===== config.mk =====
export PLATFORM = sky130hd
export DESIGN_NAME = pscc_div_cell
export DESIGN_NICKNAME = d
export VERILOG_FILES = /design/src/hw/rtl/pscc_pkg.sv /design/src/hw/rtl/pscc_div_cell.sv
export SDC_FILE = /design/constraint.sdc
export NUM_CORES = 1
export LEC_CHECK = 0
export BUFFER_PORTS_ARGS = -buffer_cell sky130_fd_sc_hd__buf_2
export CAP_MARGIN = 10
export CORE_ASPECT_RATIO = 0.7
export CORE_UTILIZATION = 48
export DETAILED_ROUTE_END_ITERATION = 10
export PLACE_DENSITY = 0.78
export SLEW_MARGIN = 20
export SYNTH_ARGS = -nofsm -noshare
export SYNTH_HDL_FRONTEND = slang
export SYNTH_SLANG_ARGS = --single-unit
export TNS_END_PERCENT = 20

===== constraint.sdc =====
create_clock -name clk -period 0.9 [get_ports clk]
set_input_delay 0.18 -clock clk [delete_from_list [all_inputs] [get_ports clk]]
set_output_delay 0.18 -clock clk [all_outputs]
set_load 0.02 [all_outputs]

===== src/hw/rtl/pscc_pkg.sv =====
`timescale 1ns / 1ps

package pscc_pkg;

    localparam int FRAME_W   = 48;
    localparam int ADC_W     = 20;
    localparam int PRESS_W   = 32;
    localparam int COEF_W    = 16;
    localparam int DATA_W    = 64;
    localparam int ADDR_W    = 5;
    localparam int DSR_W     = 32;
    localparam int DIV_STEPS = 64;

    // Register indexes, taken from paddr[4:3]
    localparam logic [1:0] REG_TEMP       = 2'd0;
    localparam logic [1:0] REG_PRESS_LOW  = 2'd1;
    localparam logic [1:0] REG_PRESS_HIGH = 2'd2;
    localparam logic [1:0] REG_PRESS_NINE = 2'd3;

    localparam logic signed [23:0] T_OFFSET     = 24'sd128000;
    localparam logic        [20:0] P_FULL_SCALE = 21'd1048576;
    localparam logic        [11:0] P_SCALE      = 12'd3125;

    typedef struct packed {
        logic [COEF_W-1:0] t1;
        logic [COEF_W-1:0] t2;
        logic [COEF_W-1:0] t3;
        logic [COEF_W-1:0] p1;
        logic [COEF_W-1:0] p2;
        logic [COEF_W-1:0] p3;
        logic [COEF_W-1:0] p4;
        logic [COEF_W-1:0] p5;
        logic [COEF_W-1:0] p6;
        logic [COEF_W-1:0] p7;
        logic [COEF_W-1:0] p8;
        logic [COEF_W-1:0] p9;
    } pscc_coef_t;

    // One slot of the divider chain: remainder, dividend bits shifting out at
    // the top while quotient bits shift in at the bottom.
    typedef struct packed {
        logic              vld;
        logic              neg;
        logic              zero;
        logic [DSR_W-1:0]  dsr;
        logic [DSR_W-1:0]  rem;
        logic [DATA_W-1:0] work;
    } pscc_div_t;

    typedef struct packed {
        logic               vld;
        logic               ok;
        logic [PRESS_W-1:0] pressure;
    } pscc_res_t;

endpackage


===== src/hw/rtl/pscc_div_cell.sv =====
`timescale 1ns / 1ps

module pscc_div_cell
    import pscc_pkg::*;
(
    input  logic      clk,
    input  logic      rst_n,
    input  logic      en,
    input  pscc_div_t din,
    output pscc_div_t dout
);

    logic              vld_reg;
    logic              neg_reg;
    logic              zero_reg;
    logic [DSR_W-1:0]  dsr_reg;
    logic [DSR_W-1:0]  rem_reg;
    logic [DATA_W-1:0] work_reg;

    logic [DSR_W:0]    shifted;
    logic [DSR_W:0]    diff;
    logic              take;
    logic [DSR_W-1:0]  rem_next;
    logic [DATA_W-1:0] work_next;

    // One restoring step: bring down the next dividend bit, subtract if it fits
    always_comb
    begin
        shifted   = {din.rem, din.work[DATA_W-1]};
        diff      = shifted - {1'b0, din.dsr};
        take      = (shifted >= {1'b0, din.dsr});
        rem_next  = take ? diff[DSR_W-1:0] : shifted[DSR_W-1:0];
        work_next = {din.work[DATA_W-2:0], take};
    end

    always_ff @(posedge clk or negedge rst_n)
    begin
        if (!rst_n)
        begin
            vld_reg <= 1'b0;
        end
        else if (en)
        begin
            vld_reg <= din.vld;
        end
    end

    always_ff @(posedge clk)
    begin
        if (en)
        begin
            neg_reg  <= din.neg;
            zero_reg <= din.zero;
            dsr_reg  <= din.dsr;
            rem_reg  <= rem_next;
            work_reg <= work_next;
        end
    end

    assign dout = '{vld: vld_reg, neg: neg_reg, zero: zero_reg, dsr: dsr_reg,
                    rem: rem_reg, work: work_reg};

endmodule


## Word-level counts from Yosys, hierarchy flattened

Cells that the tools add are included.

- $add $sub $neg: 1
- Order comparisons: 1
- Mux-type cells: 1

Operator list:

| cell | count |
|---|---|
| 33-bit by 32-bit >= comparator with 1-bit output | 1 |
| 32-bit two-way mux | 1 |
| 32-bit subtractor | 1 |

- Register bits: 131
- Bits of input ports: 134
- Output and inout port bits: 131

## Depth between registers and ports, before layout

- Word-level depth: 2
- Mapped depth: 13
- Gate-level depth less buffers: 12

## Worst setup path before layout

OpenSTA, ideal clock, no wires.

- Path kind: input -> register
- From: input port din[103] (netlist bit)
- To: register rem_reg[13], data pin
- Setup time: 0.262 ns
- Arrival: 2.689 ns
- Slack: -2.051 ns
- Stages: 12
- Path buffers: 2
- Cells stage by stage: inv_1 > ha_1 > buf_2 > nand4_1 > or4_1 > a21oi_1 > nor3_1 > a211oi_2 > o21ai_2 > o31ai_4 > buf_4 > mux2_1

- Cells in the longest elaborated chain, start to end: 2
- Elaborated cells between the ends (all ways): 3
- Classes of those cells: add/sub (1); order compare (1); mux (1)

Ends and longest elaborated chain:

| item | line | text |
|---|---|---|
| start, declared | pscc_div_cell.sv:9 | `input pscc_div_t din,` |
| 32-bit subtractor / 33-bit by 32-bit >= comparator with 1-bit output (equally long branches) | pscc_div_cell.sv:30, pscc_div_cell.sv:31 |  |
| 32-bit two-way mux * | pscc_div_cell.sv:32 | `rem_next = take ? diff[DSR_W-1:0] : shifted[DSR_W-1:0];` |
| net rem_next[13] | pscc_div_cell.sv:23 | `logic [DSR_W-1:0] rem_next;` |
| end signal, assigned | pscc_div_cell.sv:55 | `rem_reg <= rem_next;` |
| end, declared | pscc_div_cell.sv:17 | `logic [DSR_W-1:0] rem_reg;` |

Mark *: on every way through the listed nets, which the timed path passes. The rest lies on a longest branch.
A chain may end at the register's enable or synchronous reset.

## Worst setup path in the final report

- From: input port din[114] (netlist bit)
- To: register rem_reg[26], data pin

Same word-level chain as after synthesis.

==> metrics.cfg <==
[floorplan]
io_pins=265
core_mm2=0.01246
start_util=0.4952
die_area_mm2=0.01332
fp.dieH_um=96.88
die_w_um=137.5
rows=34

[final_layout]
drive_gt1_frac=0.5082
largest_reg_flops=64
syn2layout_area_growth_pct=75.27
final_common_cell=buf_2
stdcell_count=1135
final_cell_mix=235 x buf_2, 130 x edfxtp_1, 101 x buf_4, 97 x dlygate4sd3_1, 34 x a21oi_1
nFillCells=569
area.sequential_mm2=0.003929
final_nets=1126
multiInputGateArea_mm2=0.002365

[synthesis]
yosys.area.top_type_share=0.6325
yosys.area_share.simple=0.07541
synth-edff-count=130
synth_xor_area_frac=0.03831
ys.warnings.count=0
syn-instance-count=480
synth_seq_cells=131
seq_area_frac_synth=0.6365
synthTopCellsByArea=edfxtp_1 63%, ha_1 6.5%, a21oi_1 4.5%
synth_cell_types=49
synth.largest_area_cell=edfxtp_1
synth_flop_cell=edfxtp_1
synth_compound_area_frac=0.1186
synth_adder_area_share=0.06811
synth_top_family_by_area=compound AO/OA/AOI/OAI gates
netlist_area_mm2=0.006172
synth.avg_cell_area_um2=12.86
synth_nets=647
ys_async_sr_fraction=0.007634
synthMuxAreaShare=0.02169

[grt]
grt_pass1_vias=6645
overflow=0
antenna_found_initial=1
grt_usage=0.3826
grt_first_pass_wirelength_mm=37.51
grt_max_degree=29

[worst_setup_path]
cp_max_fo=7
crit_path_cell_trace=buf_6, inv_2, ha_4, buf_4, buf_4, buf_4, nand3_1, or4_1, nor4_1, nor4_2, o21a_1, o31ai_4, buf_6, buf_8, mux2_4
path_common_cell=buf_4
end_kind=flip-flop
cp_data_required_time_ps=1070
start_kind=primary input
cp.arrival_ps=2910
crit_type=in2reg
cp_slowest_stage_delay_ps=530
path_delay_family=simple AND/OR/NAND/NOR gates
cpMaxStageDelayCell=or4_1
path_buf_inv=7

[place]
place_inst=988
hpwl_mm=13.98
port_buffers=264
place_congestion=0.8988

[sta]
hold_viol_final=0
min_period_ps=2733
clock_skew_ps=0
rsz0062_at_grt=true
holdWs_ps=35.09
fin_ws_ps=-1833
fin_crit_sh=3.036
tightest_slew_ps=548.6
fmax_mhz=365.9
finalSetupViolCount=164
slew_headroom=0.6326
slew_viol_final=0

[clock_tree]
h-tree-depth=4
clock_sink_count=131
cts_buffers=17
cts_root_buffer=clkbuf_16
cts_buffer_depth=2
clkSlewWorstSetupHoldPaths_ps=60
clk-insertion-delay-late_ps=420
cts_tree=built

[route]
wl_mm=25.89
drtIter0Drc=528
viasPerCell=5.709
via_count=6480
ant_nets=0
first_pass_iters=6
wl_per_cell_um=22.81
drcViolationCount=0

[hold_path]
hold_class=in2reg

[outcome]
status=finished with violations
violations=negative setup slack

[power]
leakage_nw=4.838
ir_worst_vdd_mv=1.848
pwr_density_cell_mw_per_mm2=1920

[job]
timing.max_cap.violations=0

## cell families (layout without fill, tap and decap cells)
group,after synthesis,in the layout
and+or+nand+nor,99,99
AOI/OAI and AO/OA,119,119
adders and majority gates,33,33
muxes,12,12
buffers and inverters,59,551
other,0,1
DFF,131,131
xor gates and xnor gates,27,27
## final timing paths
check | from | to | slack, ps | cells past startpoint
min in group asynchronous | rst_n | vld_reg$_DFFE_PN0P_ | 80 | 2
worst min-delay path | din[130] | vld_reg$_DFFE_PN0P_ | 40 | 2
worst min register to register | vld_reg$_DFFE_PN0P_ | vld_reg$_DFFE_PN0P_ | 580 | 1
worst max register to register | vld_reg$_DFFE_PN0P_ | vld_reg$_DFFE_PN0P_ | 110 | 1
max in group asynchronous | rst_n | vld_reg$_DFFE_PN0P_ | 740 | 2
worst max-delay path | din[114] | rem_reg[26]$_DFFE_PP_ | -1830 | 15
## metrics by stage
step	worst slack [ps]	TNS (ps)	area, um2	utilization	total power [mW]
5_1_grt	-1867	-94670	10820	0.8677	21.31
3_3_place_gp	-2051	-66450	8547	0.6857	11.85
4_1_cts	-1660	-81890	10630	0.8524	20.07
6_report	-1833	-90750	10820	0.8679	20.77
2_1_floorplan	-1934	-60760	6355	-	10.08
3_5_place_dp	-2121	-68810	8547	0.6857	11.97
## synthesized netlist by cell type, drive strengths merged, types with 2 or more instances
master / instances
a211oi: 4
inv: 38
a21oi: 56
o21bai: 3
o31ai: 2
xnor2: 15
o211ai: 4
a2bb2oi: 2
nor2: 35
o21ai: 18
buf: 14
and4: 2
nor3: 2
ha: 32
mux2: 11
edfxtp: 130
nand3: 8
and2: 2
or4: 2
nor2b: 3
nand4: 8
o21a: 6
o22ai: 2
nand2b: 3
clkbuf: 7
nand2: 26
a21o: 12
nor4: 4
xor2: 12
a31oi: 5
## cell type report
| type | instances | area share |
|---|---|---|
| clock buffer | 17 | 0.03932 |
| sequential | 131 | 0.3632 |
| tap | 162 | 0.01874 |
| antenna | 1 | 0.0002313 |
| multi-input combinational | 290 | 0.2186 |
| timing repair buffer | 481 | 0.3272 |
| inverter | 38 | 0.01504 |
| clock inverter | 15 | 0.01770 |
## repair_timing
action                                  in CTS  in global routing
hold buffers                                97                  0
gates cloned                                 1                  0
resized for setup                           95                 49
pin swaps                                    8                 16
endpoints found under the hold margin       97                  0
endpoints found under the setup margin     164                164
setup buffers                               13                  5
## report_power, final
group	switching [mW]	internal, mW
registers	0.223	7.45
logic	3.04	2.52
clock network	3.09	4.45
total	6.35	14.4
## layer usage
layer  vias up  wire length [um]  track usage
met5         -                 0            0
met4         0              1221       0.1970
met3       122              2742       0.1216
met2       513             12480       0.6135
met1      3109              9442       0.4584
li1       2736                 -            -
(Power assumes the default switching activity.)
